### src/design/stt_pkg.sv
package stt_pkg;

  // Scanner modes; the unused codes behave like idle.
  typedef enum logic [2:0] {
    M_IDLE    = 3'd0,
    M_SLASH   = 3'd1,
    M_COMMENT = 3'd2,
    M_STRING  = 3'd3,
    M_NUMBER  = 3'd4,
    M_IDENT   = 3'd5
  } mode_t;

  // Token kinds.
  localparam logic [4:0] K_EOF       = 5'd0;
  localparam logic [4:0] K_PLUS      = 5'd1;
  localparam logic [4:0] K_MINUS     = 5'd2;
  localparam logic [4:0] K_EQUAL     = 5'd3;
  localparam logic [4:0] K_ASTERISK  = 5'd4;
  localparam logic [4:0] K_SLASH     = 5'd5;
  localparam logic [4:0] K_BACKSLASH = 5'd6;
  localparam logic [4:0] K_POWER     = 5'd7;
  localparam logic [4:0] K_BANG      = 5'd8;
  localparam logic [4:0] K_OPEN      = 5'd9;
  localparam logic [4:0] K_CLOSE     = 5'd10;
  localparam logic [4:0] K_STRING    = 5'd11;
  localparam logic [4:0] K_NUMBER    = 5'd12;
  localparam logic [4:0] K_BOOLEAN   = 5'd13;
  localparam logic [4:0] K_KEYWORD   = 5'd14;
  localparam logic [4:0] K_IDENT     = 5'd15;
  localparam logic [4:0] K_UNKNOWN   = 5'd16;

  // Keyword codes.
  localparam logic [1:0] KW_NONE  = 2'd0;
  localparam logic [1:0] KW_TRUE  = 2'd1;
  localparam logic [1:0] KW_FALSE = 2'd2;
  localparam logic [1:0] KW_IF    = 2'd3;

  // Characters with a special meaning to the scanner.
  localparam logic [7:0] CH_SPACE     = 8'h20;
  localparam logic [7:0] CH_NEWLINE   = 8'h0A;
  localparam logic [7:0] CH_TAB       = 8'h09;
  localparam logic [7:0] CH_SLASH     = 8'h2F;
  localparam logic [7:0] CH_DQUOTE    = 8'h22;
  localparam logic [7:0] CH_BACKTICK  = 8'h60;
  localparam logic [7:0] CH_SQUOTE    = 8'h27;
  localparam logic [7:0] CH_UNDERSCORE = 8'h5F;

  localparam int REC_POS_W = 16;

  // One token record as delivered on the output channel.
  typedef struct packed {
    logic [4:0]           token_kind;
    logic [1:0]           keyword_code;
    logic [REC_POS_W-1:0] start_pos;
    logic [REC_POS_W-1:0] end_pos;
    logic                 unterminated;
    logic                 pos_overflow;
    logic                 last_of_run;
  } rec_t;

  // Keyword spelling: index 0 is "true", 1 is "false", 2 is "if".
  function automatic logic [7:0] kw_char(input logic [1:0] k, input logic [2:0] i);
    logic [7:0] ch;
    ch = 8'h00;
    case ({k, i})
      5'b00_000: ch = 8'h74;
      5'b00_001: ch = 8'h72;
      5'b00_010: ch = 8'h75;
      5'b00_011: ch = 8'h65;
      5'b01_000: ch = 8'h66;
      5'b01_001: ch = 8'h61;
      5'b01_010: ch = 8'h6C;
      5'b01_011: ch = 8'h73;
      5'b01_100: ch = 8'h65;
      5'b10_000: ch = 8'h69;
      5'b10_001: ch = 8'h66;
      default:   ch = 8'h00;
    endcase
    return ch;
  endfunction

  function automatic logic [2:0] kw_len(input logic [1:0] k);
    logic [2:0] n;
    case (k)
      2'd0:    n = 3'd4;
      2'd1:    n = 3'd5;
      2'd2:    n = 3'd2;
      default: n = 3'd0;
    endcase
    return n;
  endfunction

  // Kind of a one-byte operator but slash, or end of file code for any other byte.
  function automatic logic [4:0] op_kind(input logic [7:0] c);
    logic [4:0] kd;
    case (c)
      8'h2B:   kd = K_PLUS;
      8'h2D:   kd = K_MINUS;
      8'h3D:   kd = K_EQUAL;
      8'h2A:   kd = K_ASTERISK;
      8'h5C:   kd = K_BACKSLASH;
      8'h5E:   kd = K_POWER;
      8'h21:   kd = K_BANG;
      8'h28:   kd = K_OPEN;
      8'h29:   kd = K_CLOSE;
      default: kd = K_EOF;
    endcase
    return kd;
  endfunction

endpackage

### src/design/stt_in_if.sv
interface stt_in_if;
  logic       valid;
  logic       ready;
  logic [7:0] character;
  logic       end_marker;

  modport source (output valid, output character, output end_marker, input ready);
  modport sink (input valid, input character, input end_marker, output ready);
endinterface

### src/design/stt_out_if.sv
interface stt_out_if;
  logic                           valid;
  logic                           ready;
  logic [4:0]                     token_kind;
  logic [1:0]                     keyword_code;
  logic [stt_pkg::REC_POS_W-1:0]  start_pos;
  logic [stt_pkg::REC_POS_W-1:0]  end_pos;
  logic                           unterminated;
  logic                           pos_overflow;
  logic                           last_of_run;

  modport source (output valid, output token_kind, output keyword_code, output start_pos,
                  output end_pos, output unterminated, output pos_overflow,
                  output last_of_run, input ready);
  modport sink (input valid, input token_kind, input keyword_code, input start_pos,
                input end_pos, input unterminated, input pos_overflow,
                input last_of_run, output ready);
endinterface

### src/design/source_text_tokenizer.sv
// Source text tokenizer.
// The text channel carries one source byte per item, or an end marker item
// that closes the input. The tokens channel carries token records: kind,
// keyword code, start and end positions and flags. An item yields zero, one
// or two records; last_of_run marks the final record of an item, and the end
// marker always yields at least the eof record.
// An accepted item is scanned in the same cycle against the scanner state and
// its records are written to a four-entry record queue; the records are
// registered there and offered on the tokens channel from its head, in order.
// One item is accepted per cycle while the queue holds at most two records,
// so text that yields one record per byte or fewer streams at one byte per
// cycle; items that yield two records are drained at one record per cycle.
// When the receiver stalls, the queue fills and text.ready falls until room
// for two records is free again; no record is lost or reordered.
// Reset empties the queue, returns the scanner to idle and clears the byte
// position and the overflow flag; the block is ready in the next cycle.
// Positions count up to 2**POS_BITS-1 and then hold with pos_overflow set.
module source_text_tokenizer #(
  parameter int POS_BITS = 16
) (
  input  logic      clk,
  input  logic      rst,
  stt_in_if.sink    text,
  stt_out_if.source tokens
);

  localparam logic [POS_BITS-1:0] POS_MAX = {POS_BITS{1'b1}};

  // Scanner state.
  stt_pkg::mode_t      mode, mode_next;
  logic [POS_BITS-1:0] byte_position, byte_position_next;
  logic [POS_BITS-1:0] token_start, token_start_next;
  logic [7:0]          open_quote, open_quote_next;
  logic [2:0]          kw_cand, kw_cand_next;
  logic [2:0]          ident_len, ident_len_next;
  logic                overflow_seen, overflow_seen_next;

  logic                accept;
  logic                can_take;
  logic [1:0]          push_count;
  logic [1:0]          rec_count;
  stt_pkg::rec_t       rec0, rec1;

  logic [7:0]          c;
  logic                is_digit, is_alpha, is_space, is_quote;
  logic [POS_BITS-1:0] idx, prev;
  logic                at_max;
  logic [2:0]          take_cand;
  logic [2:0]          take_len;
  logic [2:0]          init_cand;
  logic [2:0]          init_len;
  logic [1:0]          cur_code;
  logic [4:0]          cur_ident_kind;
  logic [4:0]          op;
  logic                flag_ovf;
  logic                fl_valid, sec_valid, do_begin;
  stt_pkg::rec_t       fl_rec, sec_rec;

  function automatic stt_pkg::rec_t mk_rec(input logic [4:0] kind, input logic [1:0] kw,
                                           input logic [POS_BITS-1:0] s,
                                           input logic [POS_BITS-1:0] e,
                                           input logic u, input logic o);
    stt_pkg::rec_t r;
    r.token_kind   = kind;
    r.keyword_code = kw;
    r.start_pos    = stt_pkg::REC_POS_W'(s);
    r.end_pos      = stt_pkg::REC_POS_W'(e);
    r.unterminated = u;
    r.pos_overflow = o;
    r.last_of_run  = 1'b0;
    return r;
  endfunction

  // Drop keyword candidates that no longer match after one more letter.
  function automatic logic [2:0] cand_take(input logic [2:0] cand, input logic [2:0] len,
                                           input logic [7:0] ch);
    logic [2:0] nc;
    nc = cand;
    for (int k = 0; k < 3; k++) begin
      if (cand[k] && (len >= stt_pkg::kw_len(2'(k)) || stt_pkg::kw_char(2'(k), len) != ch)) begin
        nc[k] = 1'b0;
      end
    end
    return nc;
  endfunction

  function automatic logic [1:0] cand_code(input logic [2:0] cand, input logic [2:0] len);
    logic [1:0] code;
    code = stt_pkg::KW_NONE;
    for (int k = 0; k < 3; k++) begin
      if (cand[k] && len == stt_pkg::kw_len(2'(k))) begin
        code = 2'(k + 1);
      end
    end
    return code;
  endfunction

  // Character classes and position helpers.
  assign c        = text.character;
  assign is_digit = (c >= 8'h30) && (c <= 8'h39);
  assign is_alpha = (c == stt_pkg::CH_UNDERSCORE) || ((c >= 8'h41) && (c <= 8'h5A)) ||
                    ((c >= 8'h61) && (c <= 8'h7A));
  assign is_space = (c == stt_pkg::CH_SPACE) || (c == stt_pkg::CH_NEWLINE) ||
                    (c == stt_pkg::CH_TAB);
  assign is_quote = (c == stt_pkg::CH_DQUOTE) || (c == stt_pkg::CH_BACKTICK) ||
                    (c == stt_pkg::CH_SQUOTE);
  assign idx      = byte_position;
  assign prev     = (byte_position == '0) ? '0 : byte_position - 1'b1;
  assign at_max   = (byte_position == POS_MAX);
  assign op       = stt_pkg::op_kind(c);

  assign take_cand = cand_take(kw_cand, ident_len, c);
  assign take_len  = (ident_len < 3'd7) ? ident_len + 3'd1 : ident_len;
  assign init_cand = cand_take(3'b111, 3'd0, c);
  assign init_len  = 3'd1;

  assign cur_code       = cand_code(kw_cand, ident_len);
  assign cur_ident_kind = (cur_code == stt_pkg::KW_TRUE || cur_code == stt_pkg::KW_FALSE) ?
                          stt_pkg::K_BOOLEAN :
                          (cur_code == stt_pkg::KW_IF) ? stt_pkg::K_KEYWORD : stt_pkg::K_IDENT;

  // Scanner: pending-token flush, then the token the current byte opens.
  always_comb begin
    mode_next          = mode;
    byte_position_next = byte_position;
    token_start_next   = token_start;
    open_quote_next    = open_quote;
    kw_cand_next       = kw_cand;
    ident_len_next     = ident_len;
    overflow_seen_next = overflow_seen;
    fl_valid           = 1'b0;
    sec_valid          = 1'b0;
    do_begin           = 1'b0;
    flag_ovf           = overflow_seen;
    fl_rec             = mk_rec(stt_pkg::K_EOF, stt_pkg::KW_NONE, '0, '0, 1'b0, 1'b0);
    sec_rec            = fl_rec;

    if (text.end_marker) begin
      // End of input: flush the open token, then the eof record.
      case (mode)
        stt_pkg::M_SLASH: begin
          fl_valid = 1'b1;
          fl_rec = mk_rec(stt_pkg::K_SLASH, stt_pkg::KW_NONE, token_start, token_start,
                          1'b0, flag_ovf);
        end
        stt_pkg::M_STRING: begin
          fl_valid = 1'b1;
          fl_rec = mk_rec(stt_pkg::K_STRING, stt_pkg::KW_NONE, token_start, byte_position,
                          1'b1, flag_ovf);
        end
        stt_pkg::M_NUMBER: begin
          fl_valid = 1'b1;
          fl_rec = mk_rec(stt_pkg::K_NUMBER, stt_pkg::KW_NONE, token_start, prev,
                          1'b0, flag_ovf);
        end
        stt_pkg::M_IDENT: begin
          fl_valid = 1'b1;
          fl_rec = mk_rec(cur_ident_kind, cur_code, token_start, prev, 1'b0, flag_ovf);
        end
        default: begin
          fl_valid = 1'b0;
        end
      endcase
      sec_valid = 1'b1;
      sec_rec = mk_rec(stt_pkg::K_EOF, stt_pkg::KW_NONE, byte_position, byte_position,
                       1'b0, flag_ovf);
      mode_next          = stt_pkg::M_IDLE;
      byte_position_next = '0;
      overflow_seen_next = 1'b0;
    end else begin
      // Advance the position, saturating at the top.
      if (at_max) begin
        overflow_seen_next = 1'b1;
      end else begin
        byte_position_next = byte_position + 1'b1;
      end
      flag_ovf = overflow_seen_next;

      case (mode)
        stt_pkg::M_SLASH: begin
          if (c == stt_pkg::CH_SLASH) begin
            mode_next = stt_pkg::M_COMMENT;
          end else begin
            fl_valid = 1'b1;
            fl_rec = mk_rec(stt_pkg::K_SLASH, stt_pkg::KW_NONE, token_start, token_start,
                            1'b0, flag_ovf);
            do_begin = 1'b1;
          end
        end
        stt_pkg::M_COMMENT: begin
          if (c == stt_pkg::CH_NEWLINE) begin
            mode_next = stt_pkg::M_IDLE;
          end
        end
        stt_pkg::M_STRING: begin
          if (c == open_quote) begin
            fl_valid = 1'b1;
            fl_rec = mk_rec(stt_pkg::K_STRING, stt_pkg::KW_NONE, token_start, idx,
                            1'b0, flag_ovf);
            mode_next = stt_pkg::M_IDLE;
          end
        end
        stt_pkg::M_NUMBER: begin
          if (!is_digit) begin
            fl_valid = 1'b1;
            fl_rec = mk_rec(stt_pkg::K_NUMBER, stt_pkg::KW_NONE, token_start, prev,
                            1'b0, flag_ovf);
            do_begin = 1'b1;
          end
        end
        stt_pkg::M_IDENT: begin
          if (is_alpha || is_digit) begin
            kw_cand_next   = take_cand;
            ident_len_next = take_len;
          end else begin
            fl_valid = 1'b1;
            fl_rec = mk_rec(cur_ident_kind, cur_code, token_start, prev, 1'b0, flag_ovf);
            do_begin = 1'b1;
          end
        end
        default: begin
          do_begin = 1'b1;
        end
      endcase

      // Start of a new token at this byte.
      if (do_begin) begin
        mode_next = stt_pkg::M_IDLE;
        if (is_space) begin
          mode_next = stt_pkg::M_IDLE;
        end else if (c == stt_pkg::CH_SLASH) begin
          mode_next        = stt_pkg::M_SLASH;
          token_start_next = idx;
        end else if (is_quote) begin
          mode_next        = stt_pkg::M_STRING;
          open_quote_next  = c;
          token_start_next = at_max ? POS_MAX : idx + 1'b1;
        end else if (op != stt_pkg::K_EOF) begin
          sec_valid = 1'b1;
          sec_rec = mk_rec(op, stt_pkg::KW_NONE, idx, idx, 1'b0, flag_ovf);
        end else if (is_digit) begin
          mode_next        = stt_pkg::M_NUMBER;
          token_start_next = idx;
        end else if (is_alpha) begin
          mode_next        = stt_pkg::M_IDENT;
          token_start_next = idx;
          kw_cand_next     = init_cand;
          ident_len_next   = init_len;
        end else begin
          sec_valid = 1'b1;
          sec_rec = mk_rec(stt_pkg::K_UNKNOWN, stt_pkg::KW_NONE, idx, idx, 1'b0, flag_ovf);
        end
      end
    end
  end

  // Pack the records in order and mark the final one.
  always_comb begin
    rec_count = {1'b0, fl_valid} + {1'b0, sec_valid};
    rec0 = fl_valid ? fl_rec : sec_rec;
    rec1 = sec_rec;
    rec0.last_of_run = (rec_count == 2'd1);
    rec1.last_of_run = 1'b1;
  end

  assign text.ready = can_take;
  assign accept     = text.valid & can_take;
  assign push_count = accept ? rec_count : 2'd0;

  // Scanner state register.
  always_ff @(posedge clk) begin
    if (rst) begin
      mode          <= stt_pkg::M_IDLE;
      byte_position <= '0;
      token_start   <= '0;
      open_quote    <= 8'h00;
      kw_cand       <= 3'b111;
      ident_len     <= 3'd0;
      overflow_seen <= 1'b0;
    end else if (accept) begin
      mode          <= mode_next;
      byte_position <= byte_position_next;
      token_start   <= token_start_next;
      open_quote    <= open_quote_next;
      kw_cand       <= kw_cand_next;
      ident_len     <= ident_len_next;
      overflow_seen <= overflow_seen_next;
    end
  end

  stt_rec_fifo u_rec_fifo (
    .clk        (clk),
    .rst        (rst),
    .rec0       (rec0),
    .rec1       (rec1),
    .push_count (push_count),
    .can_take   (can_take),
    .tokens     (tokens)
  );

endmodule

### src/design/stt_rec_fifo.sv
module stt_rec_fifo (
  input  logic            clk,
  input  logic            rst,
  input  stt_pkg::rec_t   rec0,
  input  stt_pkg::rec_t   rec1,
  input  logic [1:0]      push_count,
  output logic            can_take,
  stt_out_if.source       tokens
);

  stt_pkg::rec_t entries [4];
  logic [1:0] rd_ptr;
  logic [1:0] wr_ptr;
  logic [2:0] count;
  logic       pop;

  assign pop = tokens.valid & tokens.ready;

  // Room for the two records one item can produce.
  assign can_take = (count <= 3'd2);

  // Head entry drives the output channel.
  assign tokens.valid        = (count != 3'd0);
  assign tokens.token_kind   = entries[rd_ptr].token_kind;
  assign tokens.keyword_code = entries[rd_ptr].keyword_code;
  assign tokens.start_pos    = entries[rd_ptr].start_pos;
  assign tokens.end_pos      = entries[rd_ptr].end_pos;
  assign tokens.unterminated = entries[rd_ptr].unterminated;
  assign tokens.pos_overflow = entries[rd_ptr].pos_overflow;
  assign tokens.last_of_run  = entries[rd_ptr].last_of_run;

  // Record storage, written in order at the tail.
  always_ff @(posedge clk) begin
    if (push_count != 2'd0) begin
      entries[wr_ptr] <= rec0;
    end
    if (push_count == 2'd2) begin
      entries[wr_ptr + 2'd1] <= rec1;
    end
  end

  // Pointers and fill count.
  always_ff @(posedge clk) begin
    if (rst) begin
      rd_ptr <= 2'd0;
      wr_ptr <= 2'd0;
      count  <= 3'd0;
    end else begin
      wr_ptr <= wr_ptr + push_count;
      if (pop) begin
        rd_ptr <= rd_ptr + 2'd1;
      end
      count <= count + {1'b0, push_count} - {2'b00, pop};
    end
  end

endmodule

### src/flat_wrapper.sv
// flat-port wrapper written by rule: the top's interface ports become plain ports
module source_text_tokenizer_flat 
#(
  parameter int POS_BITS = 16
)
  (clk, rst, text_valid, text_character, text_end_marker, text_ready, tokens_valid, tokens_token_kind, tokens_keyword_code, tokens_start_pos, tokens_end_pos, tokens_unterminated, tokens_pos_overflow, tokens_last_of_run, tokens_ready);
  stt_in_if text_i ();
  stt_out_if tokens_i ();
  input  logic clk;
  input  logic rst;
  input wire logic [$bits(text_i.valid)-1:0] text_valid;
  input wire logic [$bits(text_i.character)-1:0] text_character;
  input wire logic [$bits(text_i.end_marker)-1:0] text_end_marker;
  output wire logic [$bits(text_i.ready)-1:0] text_ready;
  output wire logic [$bits(tokens_i.valid)-1:0] tokens_valid;
  output wire logic [$bits(tokens_i.token_kind)-1:0] tokens_token_kind;
  output wire logic [$bits(tokens_i.keyword_code)-1:0] tokens_keyword_code;
  output wire logic [$bits(tokens_i.start_pos)-1:0] tokens_start_pos;
  output wire logic [$bits(tokens_i.end_pos)-1:0] tokens_end_pos;
  output wire logic [$bits(tokens_i.unterminated)-1:0] tokens_unterminated;
  output wire logic [$bits(tokens_i.pos_overflow)-1:0] tokens_pos_overflow;
  output wire logic [$bits(tokens_i.last_of_run)-1:0] tokens_last_of_run;
  input wire logic [$bits(tokens_i.ready)-1:0] tokens_ready;
  assign text_i.valid = text_valid;
  assign text_i.character = text_character;
  assign text_i.end_marker = text_end_marker;
  assign text_ready = text_i.ready;
  assign tokens_valid = tokens_i.valid;
  assign tokens_token_kind = tokens_i.token_kind;
  assign tokens_keyword_code = tokens_i.keyword_code;
  assign tokens_start_pos = tokens_i.start_pos;
  assign tokens_end_pos = tokens_i.end_pos;
  assign tokens_unterminated = tokens_i.unterminated;
  assign tokens_pos_overflow = tokens_i.pos_overflow;
  assign tokens_last_of_run = tokens_i.last_of_run;
  assign tokens_i.ready = tokens_ready;
  source_text_tokenizer #(.POS_BITS(POS_BITS)) u_core (.clk(clk), .rst(rst), .text(text_i), .tokens(tokens_i));
endmodule
### config.mk
export PLATFORM = sky130hd
export DESIGN_NAME = source_text_tokenizer_flat
export DESIGN_NICKNAME = d
export VERILOG_FILES = /design/src/design/stt_pkg.sv /design/src/design/stt_in_if.sv /design/src/design/stt_out_if.sv /design/src/design/source_text_tokenizer.sv /design/src/design/stt_rec_fifo.sv /design/src/flat_wrapper.sv
export SDC_FILE = /design/constraint.sdc
export NUM_CORES = 1
export LEC_CHECK = 0
export BUFFER_PORTS_ARGS = -buffer_cell sky130_fd_sc_hd__buf_4
export CAP_MARGIN = 0
export CORE_MARGIN = 3
export CORE_UTILIZATION = 43
export DETAILED_ROUTE_END_ITERATION = 8
export PLACE_DENSITY = 0.68
export SLEW_MARGIN = 20
export SYNTH_ARGS = -nofsm -noshare
export SYNTH_HDL_FRONTEND = slang
export SYNTH_SLANG_ARGS = --single-unit
### constraint.sdc
create_clock -name clk -period 10.9 [get_ports clk]
set_input_delay 0 -clock clk [delete_from_list [all_inputs] [get_ports clk]]
set_output_delay 0 -clock clk [all_outputs]
set_load 0.02 [all_outputs]
==> impl_metrics.json <==
{
  "hp-class": "in -> reg",
  "setup_tns_ps": 0,
  "max-cap-violations": 0,
  "via_per_inst": 6.21,
  "cts_tree": "built",
  "rows": 62,
  "reg2reg_from": "u_core.mode[1]",
  "ff2ff_path_depth": 13,
  "cpMaxStageDelayCell": "nor2_2",
  "crit_required_ps": 11290,
  "gr-total-overflow": 0,
  "cts_setup_buffers": 0,
  "io_buffers": 56,
  "cp-end-kind": "register",
  "drc": 0,
  "dieArea_um2": 32000,
  "syn_inst": 1282,
  "initial_core_util": 0.442,
  "rsz0062_at_grt": "no",
  "dp_hpwl_mm": 24.4,
  "root_buffer": "clkbuf_16",
  "crit_fanout": 19,
  "grt_pass1_wl_mm": 56.5,
  "powerDensity_nw_per_um2": 181,
  "start_kind": "register",
  "layout_min_cycle_time_ps": 5860,
  "r2r_end": "u_core.u_rec_fifo.entries[2][4]",
  "post-route-period-util": 0.538,
  "cts_max_level": 1,
  "final_util": 0.495,
  "setup_viol": 0,
  "antenna_found_initial": 0,
  "hold_violations": 0,
  "grt_pass1_vias": 9912,
  "die_w_um": 179,
  "ir_drop_v": 0.000116,
  "syn_area_um2": 12900,
  "finalMaxSlewViolations": 0,
  "syn_avg_cell_area_um2": 10.0,
  "clock_skew_ps": 9.45,
  "clock.fmax_mhz": 171,
  "grt_max_degree": 56,
  "n_antenna_cell": 0,
  "relSlewSlack": 0.332,
  "seq_area_frac_synth": 0.472,
  "rrSetupSlack_ps": 5040,
  "drive_gt1_frac": 0.134,
  "cp_top_family": "compound AO/OA/AOI/OAI gates",
  "cp_num_buf_inv": 1,
  "yosysTopAreaCell": "edfxtp_1",
  "vias": 10500,
  "cp-endpoint": "u_core.u_rec_fifo.entries[2][4]",
  "synth.distinct_cells": 83,
  "synth_seq_cells": 227,
  "synth_top_area_frac": 0.355,
  "synth_edf_count": 152,
  "wl_per_cell_um": 21.4,
  "gp_congestion": 0.897,
  "crit_type": "reg -> reg",
  "fp.dieH_um": 179,
  "core_um2": 29100,
  "max-clock-path-buffers": 3,
  "startpoint": "u_core.mode[1]",
  "hp-start": "text_end_marker",
  "ys_top_cells_by_count": "edfxtp_1 (152), nand2_1 (138), o21ai_0 (124), nor2_1 (102), clkbuf_1 (82)",
  "cts_resized": 0,
  "path_clk_slew_ps": 60,
  "cp.depth": 13,
  "clock_insertion_delay_worst_skew_ps": 520,
  "critPathMaxStageDelay_ps": 820,
  "ys_top_cells_by_area": "edfxtp_1 (36%), dfxtp_1 (12%), mux4_2 (7.4%), o21ai_0 (4.8%), nand2_1 (4.0%)",
  "track_usage": 0.225,
  "drtIter0Drc": 1549,
  "path_cells": "nand2b_1 -> a31o_2 -> o311ai_4 -> a41oi_2 -> inv_1 -> ha_1 -> o21a_1 -> nand4_1 -> o32ai_1 -> a31oi_1 -> nor2_2 -> a21o_1 -> a221o_1",
  "routed_wl_mm": 36.2,
  "synthFlopType": "edfxtp_1",
  "clock_sinks": 227,
  "synth_fp_nets": 1308,
  "io_pins": 57,
  "drt_pass1_iterations": 5,
  "postCtsHoldBufs": 11,
  "p_leak_nw": 4.89,
  "numCtsBuffers": 26,
  "drtAntennaViolNets": 0,
  "syn_to_final_growth_pct": 12.0,
  "n_fill_cell": 2595,
  "worst_slew_pin_slew_ps": 1000,
  "async_flop_share": 0,
  "yosysMostFrequentCell": "edfxtp_1",
  "finalNetCount": 1313,
  "outcome": "finished, final reports clean",
  "ys_warn_count": 0,
  "arrival_ps": 6250
}
==> cells in the final DEF, fill, tap and decap left out, types with 7 or more instances in the layout <==
cell and instances:
a211o_1 9, a21o_1 23, a21oi_1 78, a221o_1 14, a221oi_1 7, a22o_1 31, a311oi_1 9, a31oi_1 10
and2_1 10, and3_1 21, and4_1 8, buf_4 69, clkbuf_16 27, dfxtp_1 73, dlygate4sd3_1 11, edfxtp_1 152
ha_1 12, inv_1 36, mux2i_1 16, mux4_2 42, nand2_1 138, nand2b_1 11, nand3_1 28, nand3b_1 15
nand4_1 9, nor2_1 102, nor2b_1 8, nor3_1 25, nor4_1 9, o21ai_0 124, o221ai_1 16, o22ai_1 18
or3_1 8, xnor2_1 17, xor2_1 16
==> how the worst min path moves through the flow <==
| stage | cells after the start | endpoint | slack (ps) |
|---|---|---|---|
| finish | 3 | u_core.u_rec_fifo.entries[0][2] | 30 |
| global route | 3 | u_core.u_rec_fifo.entries[0][2] | 50 |
| CTS | 3 | u_core.u_rec_fifo.entries[3][2] | 10 |
| detailed placement | 3 | u_core.open_quote[6] | 400 |
| global placement | 3 | u_core.open_quote[6] | 380 |
| floorplan | 2 | u_core.u_rec_fifo.count[0] | 310 |
==> through the flow <==
stage | setup WS, ps | cells | hold slack [ps] | cell area (µm²) | power (W)
after floorplan | 6350 | 1282 | 308 | 12900 | 0.00153
after global placement | 5390 | 1632 | 379 | 13500 | 0.00177
after detailed placement | 5190 | 1632 | 401 | 13500 | 0.00178
after CTS | 5170 | 1688 | 11.3 | 14400 | 0.00263
after global routing | 4840 | 1688 | 48.3 | 14400 | 0.00272
final | 5040 | 1688 | 34.9 | 14400 | 0.00261
==> kinds of logic (layout without fill, tap and decap cells) <==
family          Yosys count  in the layout  share of synthesized area
xor+xnor                 33             33                     0.0225
flops                   227            227                      0.472
mux                      58             58                     0.0861
simple gates            419            419                      0.161
buf+inv                 141            163                     0.0424
fa+ha+maj                13             13                     0.0132
compound gates          391            391                      0.203
==> registers in the layout, summed over array words and instances (netlist names), named ones only <==
name,cells
u_core.byte_position,16
u_core.ident_len,3
u_core.kw_cand,3
u_core.mode,3
u_core.open_quote,8
u_core.overflow_seen,1
u_core.token_start,16
u_core.u_rec_fifo.count,3
u_core.u_rec_fifo.entries,168
u_core.u_rec_fifo.rd_ptr,2
u_core.u_rec_fifo.wr_ptr,2
==> tightest hold or removal path: cells and delay by family <==
| family | cells | cell delay [ps] |
|---|---|---|
| AOI/OAI and AO/OA | 1 | 90 |
| buffers and inverters | 1 | 210 |
| and+or+nand+nor | 1 | 200 |
==> metal layers <==
metal / part of all wire / vias to the layer above / track usage / routed length, µm
met1: 0.44 / 5031 / 0.329 / 15800
met4: 0.022 / 0 / 0.0607 / 791
met2: 0.45 / 511 / 0.349 / 16500
li1: - / 4879 / - / -
met5: 0 / - / 0 / 0
met3: 0.088 / 61 / 0.0335 / 3180
==> where the power goes <==
part	internal [W]	switching [W]	total (W)
clock network	0.000499	0.000341	0.000840
logic	0.000291	0.000423	0.000715
registers	0.00100	0.0000479	0.00105
==> layout make-up <==
cell class	count	area (µm²)	area share
clock buffer	32	694	0.0482
clock inverter	13	130	0.00904
inverter	38	143	0.00991
multi-input combinational	914	6250	0.434
sequential	227	6070	0.422
tap	384	480	0.0334
timing repair buffer	80	628	0.0436
Note: power is estimated with default switching activity, not from simulation.
